### src/rtl/core/mbps_pkg.sv
// Shared types and constants for the masked byte pattern scan unit.
`default_nettype none

package mbps_pkg;

  // Window depth, which is also the longest pattern in bytes.
  localparam int unsigned PatBytes = 16;
  localparam int unsigned LenW     = $clog2(PatBytes + 1);
  localparam int unsigned WinW     = 8 * PatBytes;

  // Fixed register and field widths.
  localparam int unsigned CfgDataW = 64;
  localparam int unsigned CfgIdxW  = 3;
  localparam int unsigned AddrW    = 32;

  typedef enum logic [CfgIdxW-1:0] {
    CfgPatternLow  = 3'd0,
    CfgPatternHigh = 3'd1,
    CfgCareMask    = 3'd2,
    CfgPatternLen  = 3'd3,
    CfgOccurrence  = 3'd4,
    CfgBaseAddr    = 3'd5
  } cfg_idx_e;

  typedef struct packed {
    logic [63:0]      pattern_low;
    logic [63:0]      pattern_high;
    logic [15:0]      care_mask;
    logic [4:0]       pattern_length;
    logic [31:0]      occurrence_index;
    logic [AddrW-1:0] base_address;
  } cfg_t;

  typedef struct packed {
    logic [7:0] data_byte;
    logic       last_byte;
  } in_item_t;

  typedef struct packed {
    logic             found;
    logic [AddrW-1:0] match_address;
  } out_item_t;

  // What the front end hands to the back end for every accepted byte.
  typedef struct packed {
    logic             hit;
    logic             last;
    logic [AddrW-1:0] start;
  } scan_entry_t;

endpackage

`default_nettype wire

### src/rtl/core/mbps_front.sv
// Front end: byte window, byte count and masked window compare.
`default_nettype none

module mbps_front (
  input  logic                  clk_i,
  input  logic                  rst_ni,
  input  mbps_pkg::cfg_t        cfg_i,
  input  logic                  accept_i,
  input  mbps_pkg::in_item_t    item_i,
  output mbps_pkg::scan_entry_t entry_o
);
  import mbps_pkg::*;

  logic [WinW-1:0]  win_q, win_d, win_new;
  logic [31:0]      bytes_q, bytes_d, bytes_new;
  logic [WinW-1:0]  pat_vec, pat_rev, pat_exp;
  logic [PatBytes-1:0] care_rev, care_exp, byte_ok;
  logic [127:0]     pat_full;
  logic [LenW-1:0]  len_eff, len_gap, len_m1;
  logic             len_ok;

  assign pat_full = {cfg_i.pattern_high, cfg_i.pattern_low};
  assign pat_vec  = pat_full[WinW-1:0];

  assign len_eff = (cfg_i.pattern_length > LenW'(PatBytes)) ? LenW'(PatBytes)
                                                            : cfg_i.pattern_length[LenW-1:0];
  assign len_gap = LenW'(PatBytes) - len_eff;
  assign len_m1  = (len_eff == '0) ? '0 : len_eff - LenW'(1);

  // Pattern byte i lines up with window entry len-1-i: reverse, then shift right.
  always_comb begin
    for (int k = 0; k < PatBytes; k++) begin
      pat_rev[8*k +: 8] = pat_vec[8*(PatBytes-1-k) +: 8];
      care_rev[k]       = cfg_i.care_mask[PatBytes-1-k];
    end
  end

  assign pat_exp  = pat_rev >> {len_gap, 3'b000};
  assign care_exp = care_rev >> len_gap;

  assign win_new   = {win_q[WinW-9:0], item_i.data_byte};
  assign bytes_new = bytes_q + 32'd1;

  always_comb begin
    for (int k = 0; k < PatBytes; k++) begin
      byte_ok[k] = !care_exp[k] || (win_new[8*k +: 8] == pat_exp[8*k +: 8]);
    end
  end

  assign len_ok = (len_eff == '0) || (bytes_new >= 32'(len_eff));

  assign entry_o.hit   = len_ok && (&byte_ok);
  assign entry_o.last  = item_i.last_byte;
  assign entry_o.start = bytes_q - 32'(len_m1);

  always_comb begin
    win_d   = win_q;
    bytes_d = bytes_q;
    if (accept_i) begin
      if (item_i.last_byte) begin
        win_d   = '0;
        bytes_d = '0;
      end else begin
        win_d   = win_new;
        bytes_d = bytes_new;
      end
    end
  end

  always_ff @(posedge clk_i or negedge rst_ni) begin
    if (!rst_ni) begin
      win_q   <= '0;
      bytes_q <= '0;
    end else begin
      win_q   <= win_d;
      bytes_q <= bytes_d;
    end
  end

  // A region's last byte leaves the window and count clear for the next one.
  a_region_clear: assert property (@(posedge clk_i) disable iff (!rst_ni)
    (accept_i && item_i.last_byte) |=> (bytes_q == '0 && win_q == '0))
    else $error("front state not cleared after last byte");

endmodule

`default_nettype wire

### src/rtl/core/mbps_queue.sv
// Two-entry queue between front and back end.
`default_nettype none

module mbps_queue (
  input  logic                  clk_i,
  input  logic                  rst_ni,
  input  logic                  push_i,
  input  mbps_pkg::scan_entry_t push_entry_i,
  output logic                  full_o,
  input  logic                  pop_i,
  output logic                  valid_o,
  output mbps_pkg::scan_entry_t entry_o
);
  import mbps_pkg::*;

  scan_entry_t slot_q [2];
  logic        wr_ptr_q, wr_ptr_d, rd_ptr_q, rd_ptr_d;
  logic [1:0]  count_q, count_d;

  assign full_o  = (count_q == 2'd2);
  assign valid_o = (count_q != 2'd0);
  assign entry_o = slot_q[rd_ptr_q];

  always_comb begin
    wr_ptr_d = wr_ptr_q;
    rd_ptr_d = rd_ptr_q;
    count_d  = count_q;
    if (push_i) begin
      wr_ptr_d = ~wr_ptr_q;
    end
    if (pop_i) begin
      rd_ptr_d = ~rd_ptr_q;
    end
    case ({push_i, pop_i})
      2'b10:   count_d = count_q + 2'd1;
      2'b01:   count_d = count_q - 2'd1;
      default: count_d = count_q;
    endcase
  end

  always_ff @(posedge clk_i or negedge rst_ni) begin
    if (!rst_ni) begin
      wr_ptr_q <= 1'b0;
      rd_ptr_q <= 1'b0;
      count_q  <= '0;
    end else begin
      wr_ptr_q <= wr_ptr_d;
      rd_ptr_q <= rd_ptr_d;
      count_q  <= count_d;
    end
  end

  always_ff @(posedge clk_i) begin
    if (push_i) begin
      slot_q[wr_ptr_q] <= push_entry_i;
    end
  end

  a_no_overflow: assert property (@(posedge clk_i) disable iff (!rst_ni)
    count_q <= 2'd2)
    else $error("queue count beyond depth");

  a_ptr_count: assert property (@(posedge clk_i) disable iff (!rst_ni)
    (count_q == 2'd0 || count_q == 2'd2) |-> (wr_ptr_q == rd_ptr_q))
    else $error("queue pointers disagree with count");

endmodule

`default_nettype wire

### src/rtl/core/mbps_back.sv
// Back end: match counting, report decision and output register.
`default_nettype none

module mbps_back (
  input  logic                  clk_i,
  input  logic                  rst_ni,
  input  mbps_pkg::cfg_t        cfg_i,
  input  logic                  q_valid_i,
  input  mbps_pkg::scan_entry_t q_entry_i,
  output logic                  pop_o,
  output logic                  out_valid_o,
  input  logic                  out_stall_i,
  output mbps_pkg::out_item_t   out_item_o
);
  import mbps_pkg::*;

  logic        done_q, done_d;
  logic [31:0] matches_q, matches_d;
  logic        out_valid_q, out_valid_d;
  out_item_t   out_item_q, out_item_d;
  logic        emit;

  assign pop_o = q_valid_i && (!out_valid_q || !out_stall_i);

  always_comb begin
    done_d      = done_q;
    matches_d   = matches_q;
    emit        = 1'b0;
    out_item_d  = out_item_q;
    if (pop_o) begin
      if (!done_q) begin
        if (q_entry_i.hit) begin
          if (matches_q == cfg_i.occurrence_index) begin
            emit                     = 1'b1;
            done_d                   = 1'b1;
            out_item_d.found         = 1'b1;
            out_item_d.match_address = cfg_i.base_address + q_entry_i.start;
          end else begin
            matches_d = matches_q + 32'd1;
          end
        end
        if (q_entry_i.last && !emit) begin
          emit                     = 1'b1;
          out_item_d.found         = 1'b0;
          out_item_d.match_address = '0;
        end
      end
      if (q_entry_i.last) begin
        done_d    = 1'b0;
        matches_d = '0;
      end
    end
  end

  always_comb begin
    if (emit) begin
      out_valid_d = 1'b1;
    end else if (!out_stall_i) begin
      out_valid_d = 1'b0;
    end else begin
      out_valid_d = out_valid_q;
    end
  end

  always_ff @(posedge clk_i or negedge rst_ni) begin
    if (!rst_ni) begin
      done_q      <= 1'b0;
      matches_q   <= '0;
      out_valid_q <= 1'b0;
    end else begin
      done_q      <= done_d;
      matches_q   <= matches_d;
      out_valid_q <= out_valid_d;
    end
  end

  always_ff @(posedge clk_i) begin
    out_item_q <= out_item_d;
  end

  assign out_valid_o = out_valid_q;
  assign out_item_o  = out_item_q;

  a_done_holds: assert property (@(posedge clk_i) disable iff (!rst_ni)
    (done_q && !(pop_o && q_entry_i.last)) |=> done_q)
    else $error("search done dropped before end of region");

  a_region_reset: assert property (@(posedge clk_i) disable iff (!rst_ni)
    (pop_o && q_entry_i.last) |=> (!done_q && matches_q == '0))
    else $error("match state not cleared after last byte");

  a_notfound_zero: assert property (@(posedge clk_i) disable iff (!rst_ni)
    (out_valid_o && !out_item_o.found) |-> (out_item_o.match_address == '0))
    else $error("not-found item carries an address");

endmodule

`default_nettype wire

### src/rtl/core/masked_byte_pattern_scan_unit.sv
// Top level of the masked byte pattern scan unit: config registers and wiring.
//
//  channel | direction | handshake              | payload
//  --------+-----------+------------------------+------------------------------
//  in      | input     | in_valid_i / in_stall_o   | in_item_i (data_byte, last_byte)
//  out     | output    | out_valid_o / out_stall_i | out_item_o (found, match_address)
//  cfg     | input     | cfg_we_i (no wait)        | cfg_idx_i, cfg_wdata_i
//
// Throughput is one item per cycle while in_stall_o is low; the window compare in
// the front end is a combinational parallel match over all pattern bytes.
// Each accepted byte's entry is written into the queue; the back end pops it, and
// loads any result into the output register, once that register is free or taken.
// Reset clears the window, counters and queue at once; no clearing pass.
// Output stalls back up through the two-entry queue; in_stall_o rises only
// when the queue is full.
`default_nettype none

module masked_byte_pattern_scan_unit (
  input  logic                          clk_i,
  input  logic                          rst_ni,
  // byte stream
  input  logic                          in_valid_i,
  output logic                          in_stall_o,
  input  mbps_pkg::in_item_t            in_item_i,
  // results
  output logic                          out_valid_o,
  input  logic                          out_stall_i,
  output mbps_pkg::out_item_t           out_item_o,
  // config writes
  input  logic                          cfg_we_i,
  input  logic [mbps_pkg::CfgIdxW-1:0]  cfg_idx_i,
  input  logic [mbps_pkg::CfgDataW-1:0] cfg_wdata_i
);
  import mbps_pkg::*;

  cfg_t        cfg_q, cfg_d;
  scan_entry_t front_entry, q_entry;
  logic        q_full, q_valid, q_pop, in_accept;

  // Config register file. Unknown indexes are dropped.
  always_comb begin
    cfg_d = cfg_q;
    if (cfg_we_i) begin
      unique case (cfg_idx_e'(cfg_idx_i))
        CfgPatternLow:  cfg_d.pattern_low      = cfg_wdata_i;
        CfgPatternHigh: cfg_d.pattern_high     = cfg_wdata_i;
        CfgCareMask:    cfg_d.care_mask        = cfg_wdata_i[15:0];
        CfgPatternLen:  cfg_d.pattern_length   = cfg_wdata_i[4:0];
        CfgOccurrence:  cfg_d.occurrence_index = cfg_wdata_i[31:0];
        CfgBaseAddr:    cfg_d.base_address     = cfg_wdata_i[AddrW-1:0];
        default:        cfg_d                  = cfg_q;
      endcase
    end
  end

  always_ff @(posedge clk_i or negedge rst_ni) begin
    if (!rst_ni) begin
      cfg_q.pattern_low      <= '0;
      cfg_q.pattern_high     <= '0;
      cfg_q.care_mask        <= 16'hFFFF;
      cfg_q.pattern_length   <= 5'd1;
      cfg_q.occurrence_index <= '0;
      cfg_q.base_address     <= '0;
    end else begin
      cfg_q <= cfg_d;
    end
  end

  // Front end takes a byte whenever the queue has room.
  assign in_stall_o = q_full;
  assign in_accept  = in_valid_i && !q_full;

  mbps_front u_front (
    .clk_i    (clk_i),
    .rst_ni   (rst_ni),
    .cfg_i    (cfg_q),
    .accept_i (in_accept),
    .item_i   (in_item_i),
    .entry_o  (front_entry)
  );

  mbps_queue u_queue (
    .clk_i        (clk_i),
    .rst_ni       (rst_ni),
    .push_i       (in_accept),
    .push_entry_i (front_entry),
    .full_o       (q_full),
    .pop_i        (q_pop),
    .valid_o      (q_valid),
    .entry_o      (q_entry)
  );

  // Back end counts matches, decides the report and holds the result item.
  mbps_back u_back (
    .clk_i       (clk_i),
    .rst_ni      (rst_ni),
    .cfg_i       (cfg_q),
    .q_valid_i   (q_valid),
    .q_entry_i   (q_entry),
    .pop_o       (q_pop),
    .out_valid_o (out_valid_o),
    .out_stall_i (out_stall_i),
    .out_item_o  (out_item_o)
  );

endmodule

`default_nettype wire
### config.mk
export PLATFORM = sky130hd
export DESIGN_NAME = masked_byte_pattern_scan_unit
export DESIGN_NICKNAME = d
export VERILOG_FILES = /design/src/rtl/core/mbps_pkg.sv /design/src/rtl/core/mbps_front.sv /design/src/rtl/core/mbps_queue.sv /design/src/rtl/core/mbps_back.sv /design/src/rtl/core/masked_byte_pattern_scan_unit.sv
export SDC_FILE = /design/constraint.sdc
export NUM_CORES = 1
export LEC_CHECK = 0
export ABC_AREA = 1
export BUFFER_PORTS_ARGS = -buffer_cell sky130_fd_sc_hd__buf_2
export CORE_MARGIN = 5
export CORE_UTILIZATION = 50
export DETAILED_ROUTE_END_ITERATION = 7
export MAX_ROUTING_LAYER = met4
export PLACE_DENSITY = 0.68
export SETUP_SLACK_MARGIN = 0.02
export SLEW_MARGIN = 20
export SYNTH_ARGS = -nofsm -noshare
export SYNTH_HDL_FRONTEND = slang
export SYNTH_HIERARCHICAL = 1
export SYNTH_SLANG_ARGS = --single-unit
### constraint.sdc
create_clock -name clk_i -period 13.2 [get_ports clk_i]
set_input_delay 1.32 -clock clk_i [delete_from_list [all_inputs] [get_ports clk_i]]
set_output_delay 1.32 -clock clk_i [all_outputs]
set_load 0.05 [all_outputs]
==> summary.log <==
INFO  pwr            p_sw_share=49.6%
INFO  setup_path     crit-reg2reg-launch=cfg_q[64]
INFO  cts            postCtsSetupBuffers=0
INFO  finish         final_area=36500um2
INFO  timing         worst_clock_skew=0.0278ns
INFO  grt            first_global_vias=31000
INFO  detailed_routing drcViolationCount=0
INFO  pwr            power_report.internal_total=4.10mW
INFO  yosys          synth-seq-cells=504
INFO  die            row_count=95
INFO  cts            cts.clk_slew.worst_paths=0.06ns
INFO  die            chipWidth=270um
INFO  yosys          synth.lib_cells_used.distinct=51
INFO  setup_path     worst-r2r-cell-count=24
INFO  die            pin_count=116
INFO  cts            postCtsResizedCells=0
INFO  pwr            leakagePower=18.4nW
INFO  cts            cts_tree=yes
INFO  detailed_routing num_vias=34100
INFO  setup_path     path_class=reg -> reg
INFO  grt            grt_usage=34.6%
INFO  yosys          net_count_of_the_mapped_netlist=5115
INFO  pwr            pwr-share-comb=52.8%
INFO  yosys          synth.cell_area=33800um2
INFO  yosys          synthesis.area_per_instance=6.78um2
INFO  min_path       timing.hold.worst_path_depth=2
INFO  yosys          synth_seq_area_share=38.9%
INFO  detailed_routing wl_per_cell=21.6um
INFO  die            placeableCoreArea=67200um2
INFO  finish         finalCoreUtilization=54.4%
INFO  grt            grt_remaining_overflow=0
INFO  detailed_routing drt-initial-drc-count=4674
INFO  grt            antenna_found_initial=0
INFO  min_path       hold_path.startpoint=cfg_q[81]
INFO  yosys          synth_warnings=6
INFO  die            fp.dieH=270um
INFO  detailed_routing avgViaCountPerCell=5.82
INFO  timing         final_critical_path_setup_slack=6.85ns
INFO  setup_path     worst-r2r-setup-slack=6.85ns
INFO  setup_path     worst_setup_path_end_kind=flip-flop
INFO  finish         post_route_cells_drive_above_1_share=6.90%
INFO  pwr            clock_power_share=20.9%
INFO  pwr            vdd_drop_max=0.000176V
INFO  cts            clock-root-buffer=sky130_fd_sc_hd__clkbuf_16
INFO  timing         grt_setup_unrepaired=false
INFO  cts            max-clock-path-buffers=3
INFO  grt            grt_start_max_net_pins=152
INFO  placement      gp_congestion=1.02
INFO  timing         maxSlewViolCount=0
INFO  cts            tritoncts_buffers=58
INFO  yosys          synth_top_flop_cell=sky130_fd_sc_hd__dfrtp_1
INFO  pwr            power.density=222nW/um2
INFO  setup_path     worst_ep_required_time=13.69ns
INFO  cts            cts-htree-levels=2
INFO  placement      placement.setup.worst_slack=7.02ns
INFO  placement      numPortBuffers=115
INFO  cts            hold_bufs_at_cts=0
INFO  setup_path     worstReg2RegEnd=u_queue/slot_q[1][33]
INFO  cts            worst_skew_pair.late_latency=0.64ns
INFO  timing         finalHoldViolCount=0
INFO  finish         finish.net_count=5066
INFO  die            die-area=72900um2
INFO  yosys          async_flop_share=80.0%
INFO  finish         fillCellCount=6704
INFO  finish         syn_to_final_growth=8.05%
INFO  min_path       hold_path_end=cfg_q[81]
INFO  die            initial_utilization=50.3%
INFO  yosys          synth_edf_count=101
INFO  timing         slew_headroom=23.6%
INFO  detailed_routing totalWireLength=127000um
INFO  finish         multi_input_comb_area=17300um2
INFO  cts            clock_sinks=504
INFO  grt            first_pass_grt_wire_length=192000um
INFO  placement      hpwl=91700um
INFO  pwr            seqPwrFrac=26.3%
INFO  placement      place_area=34500um2
INFO  timing         min_period=6.35ns
INFO  finish         regArea=13100um2
INFO  detailed_routing postRouteAntennaNets=0
INFO  setup_path     crit_path_max_fanout=86
INFO  timing         setup_tns=0ns
INFO  detailed_routing drt_pre_antenna_iters=7
INFO  run_status     outcome=completed
INFO  setup_path     worst_ep_arrival_time=6.84ns
INFO  yosys          syn-instance-count=4986
INFO  pwr            net-switching-power=4.03mW
INFO  timing         final_min_period_over_clock_period=48.1%
INFO  timing         tightest_slew=1.15ns
INFO  flow_run       max_cap_violations=0
INFO  min_path       worstHoldPathType=reg -> reg
INFO  timing         fmax=157MHz
INFO  timing         setup_viol=0
INFO  setup_path     critPathLaunchType=flip-flop
## stage by stage
stage	std cells	hold slack, ns	total power [mW]
finish	5862	0.465	8.13
global route	5860	0.472	8.60
CTS	5860	0.465	8.03
detailed placement	5750	0.455	6.32
global placement	5750	0.450	6.29
floorplan	4986	0.442	5.09
## cell usage in the layout, fill, tap and decap left out, drive strengths merged, types with 5 or more instances in the layout
| cell type | instances |
|---|---|
| clkinvlp | 8 |
| a21oi | 50 |
| nor3 | 29 |
| bufinv | 5 |
| clkbuf | 74 |
| nand2 | 1727 |
| ha | 46 |
| o21a | 5 |
| dfstp | 17 |
| o21ai | 107 |
| nand3b | 16 |
| xor2 | 71 |
| buf | 149 |
| nor2 | 310 |
| dfrtp | 386 |
| nand3 | 993 |
| o22ai | 147 |
| nor4 | 7 |
| nand4 | 87 |
| xnor2 | 34 |
| edfxtp | 101 |
| inv | 567 |
| and2 | 9 |
| clkinv | 23 |
## cell type report
cell class | instances | share of cell area [%]
sequential | 504 | 36.0
multi-input combinational | 3657 | 47.3
timing repair buffer | 149 | 2.38
antenna | 2 | 0.0137
inverter | 567 | 5.85
clock inverter | 36 | 0.904
tap | 873 | 2.99
clock buffer | 74 | 4.59
## state kept, by name, indices dropped and copies added (netlist names)
| signal | count |
|---|---|
| u_front/win_q | 120 |
| u_queue/rd_ptr_q | 1 |
| u_back/matches_q | 32 |
| u_front/bytes_q | 32 |
| u_back/done_q | 1 |
| u_back/out_valid_o | 1 |
| cfg_q | 213 |
| u_queue/slot_q | 68 |
| u_queue/wr_ptr_q | 1 |
| u_queue/count_q | 2 |
| u_back/out_item_o | 33 |
## per-layer routing
layer | track usage [%] | wire length [um] | part of all wire, %
met3 | 7.89 | 14400 | 11
met1 | 47.9 | 53000 | 42
met2 | 51.2 | 55000 | 43
met5 | - | 0 | 0
met4 | 10.1 | 4420 | 3.5
## worst max-delay path, cell delays in order, from the launching register on
cell                      delay [ns]
sky130_fd_sc_hd__dfstp_4        1.04
sky130_fd_sc_hd__nor2_2         0.10
sky130_fd_sc_hd__nand2_2        0.14
sky130_fd_sc_hd__nand2_4        0.39
sky130_fd_sc_hd__nand2_8        0.59
sky130_fd_sc_hd__ha_4           0.24
sky130_fd_sc_hd__nand3_1        0.07
sky130_fd_sc_hd__inv_1          0.11
sky130_fd_sc_hd__ha_1           0.15
sky130_fd_sc_hd__inv_1          0.36
sky130_fd_sc_hd__nor2_4         0.21
sky130_fd_sc_hd__buf_4          0.54
sky130_fd_sc_hd__buf_4          0.89
sky130_fd_sc_hd__nand2_1        0.13
sky130_fd_sc_hd__nand2_1        0.10
sky130_fd_sc_hd__nand2_1        0.07
sky130_fd_sc_hd__inv_1          0.10
sky130_fd_sc_hd__nand2_1        0.06
sky130_fd_sc_hd__nor2_1         0.21
sky130_fd_sc_hd__nand2_1        0.14
sky130_fd_sc_hd__nand2_1        0.08
sky130_fd_sc_hd__nand3_1        0.11
sky130_fd_sc_hd__nor2_1         0.12
sky130_fd_sc_hd__nand2_1        0.06
sky130_fd_sc_hd__nor2_1         0.13
## cell families (layout without fill, tap and decap cells)
family / Yosys count / count (layout) / synth area share, %
AND/OR/NAND/NOR: 3182 / 3182 / 40.7
buffers and inverters: 825 / 826 / 10.3
flip-flops: 504 / 504 / 38.9
AO/OA/AOI/OAI: 320 / 320 / 5.49
XOR/XNOR: 105 / 105 / 2.74
adder cells (fa/ha/maj): 48 / 48 / 1.82
multiplexers: 2 / 2 / 0.0629
other: 0 / 2 / 0
## synth_stat cells, types with 11 or more instances
| library cell | n | area share (%) |
|---|---|---|
| sky130_fd_sc_hd__nand4_1 | 87 | 1.6 |
| sky130_fd_sc_hd__a21oi_1 | 48 | 0.71 |
| sky130_fd_sc_hd__nand3b_1 | 16 | 0.36 |
| sky130_fd_sc_hd__dfstp_2 | 17 | 1.3 |
| sky130_fd_sc_hd__o21ai_1 | 19 | 0.28 |
| sky130_fd_sc_hd__edfxtp_1 | 101 | 9.0 |
| sky130_fd_sc_hd__buf_1 | 24 | 0.27 |
| sky130_fd_sc_hd__xor2_1 | 71 | 1.8 |
| sky130_fd_sc_hd__buf_2 | 110 | 1.6 |
| sky130_fd_sc_hd__xnor2_1 | 33 | 0.86 |
| sky130_fd_sc_hd__nor3_1 | 29 | 0.43 |
| sky130_fd_sc_hd__nor2_4 | 17 | 0.57 |
| sky130_fd_sc_hd__dfrtp_1 | 386 | 29 |
| sky130_fd_sc_hd__buf_4 | 18 | 0.40 |
| sky130_fd_sc_hd__nand3_1 | 991 | 15 |
| sky130_fd_sc_hd__inv_1 | 554 | 6.2 |
| sky130_fd_sc_hd__buf_6 | 17 | 0.57 |
| sky130_fd_sc_hd__inv_2 | 11 | 0.12 |
| sky130_fd_sc_hd__ha_1 | 46 | 1.7 |
| sky130_fd_sc_hd__nand2_1 | 1715 | 19 |
| sky130_fd_sc_hd__nor2_1 | 284 | 3.2 |
| sky130_fd_sc_hd__o22ai_1 | 147 | 2.7 |
| sky130_fd_sc_hd__o21ai_0 | 82 | 1.2 |
| sky130_fd_sc_hd__clkbuf_1 | 86 | 0.95 |
## worst max path at each step
stage / cells past startpoint / startpoint / to / slack (ns)
6_report: 24 / cfg_q[64] / u_queue/slot_q[1][33] / 6.85
2_1_floorplan: 28 / cfg_q[64] / u_queue/slot_q[0][31] / 8.50
4_1_cts: 24 / cfg_q[64] / u_queue/slot_q[1][33] / 7.00
5_1_grt: 24 / cfg_q[64] / u_queue/slot_q[1][33] / 6.52
3_3_place_gp: 24 / cfg_q[64] / u_queue/slot_q[0][33] / 7.12
3_5_place_dp: 24 / cfg_q[64] / u_queue/slot_q[0][33] / 7.02
## power by group through the flow
stage	clock network, mW	registers, mW	logic (mW)
after floorplan	0	2.30	2.79
after global placement	0	2.16	4.14
after detailed placement	0	2.16	4.16
after CTS	1.72	2.14	4.17
after global routing	1.79	2.17	4.64
final	1.70	2.14	4.29
(Power assumes the default switching activity.)
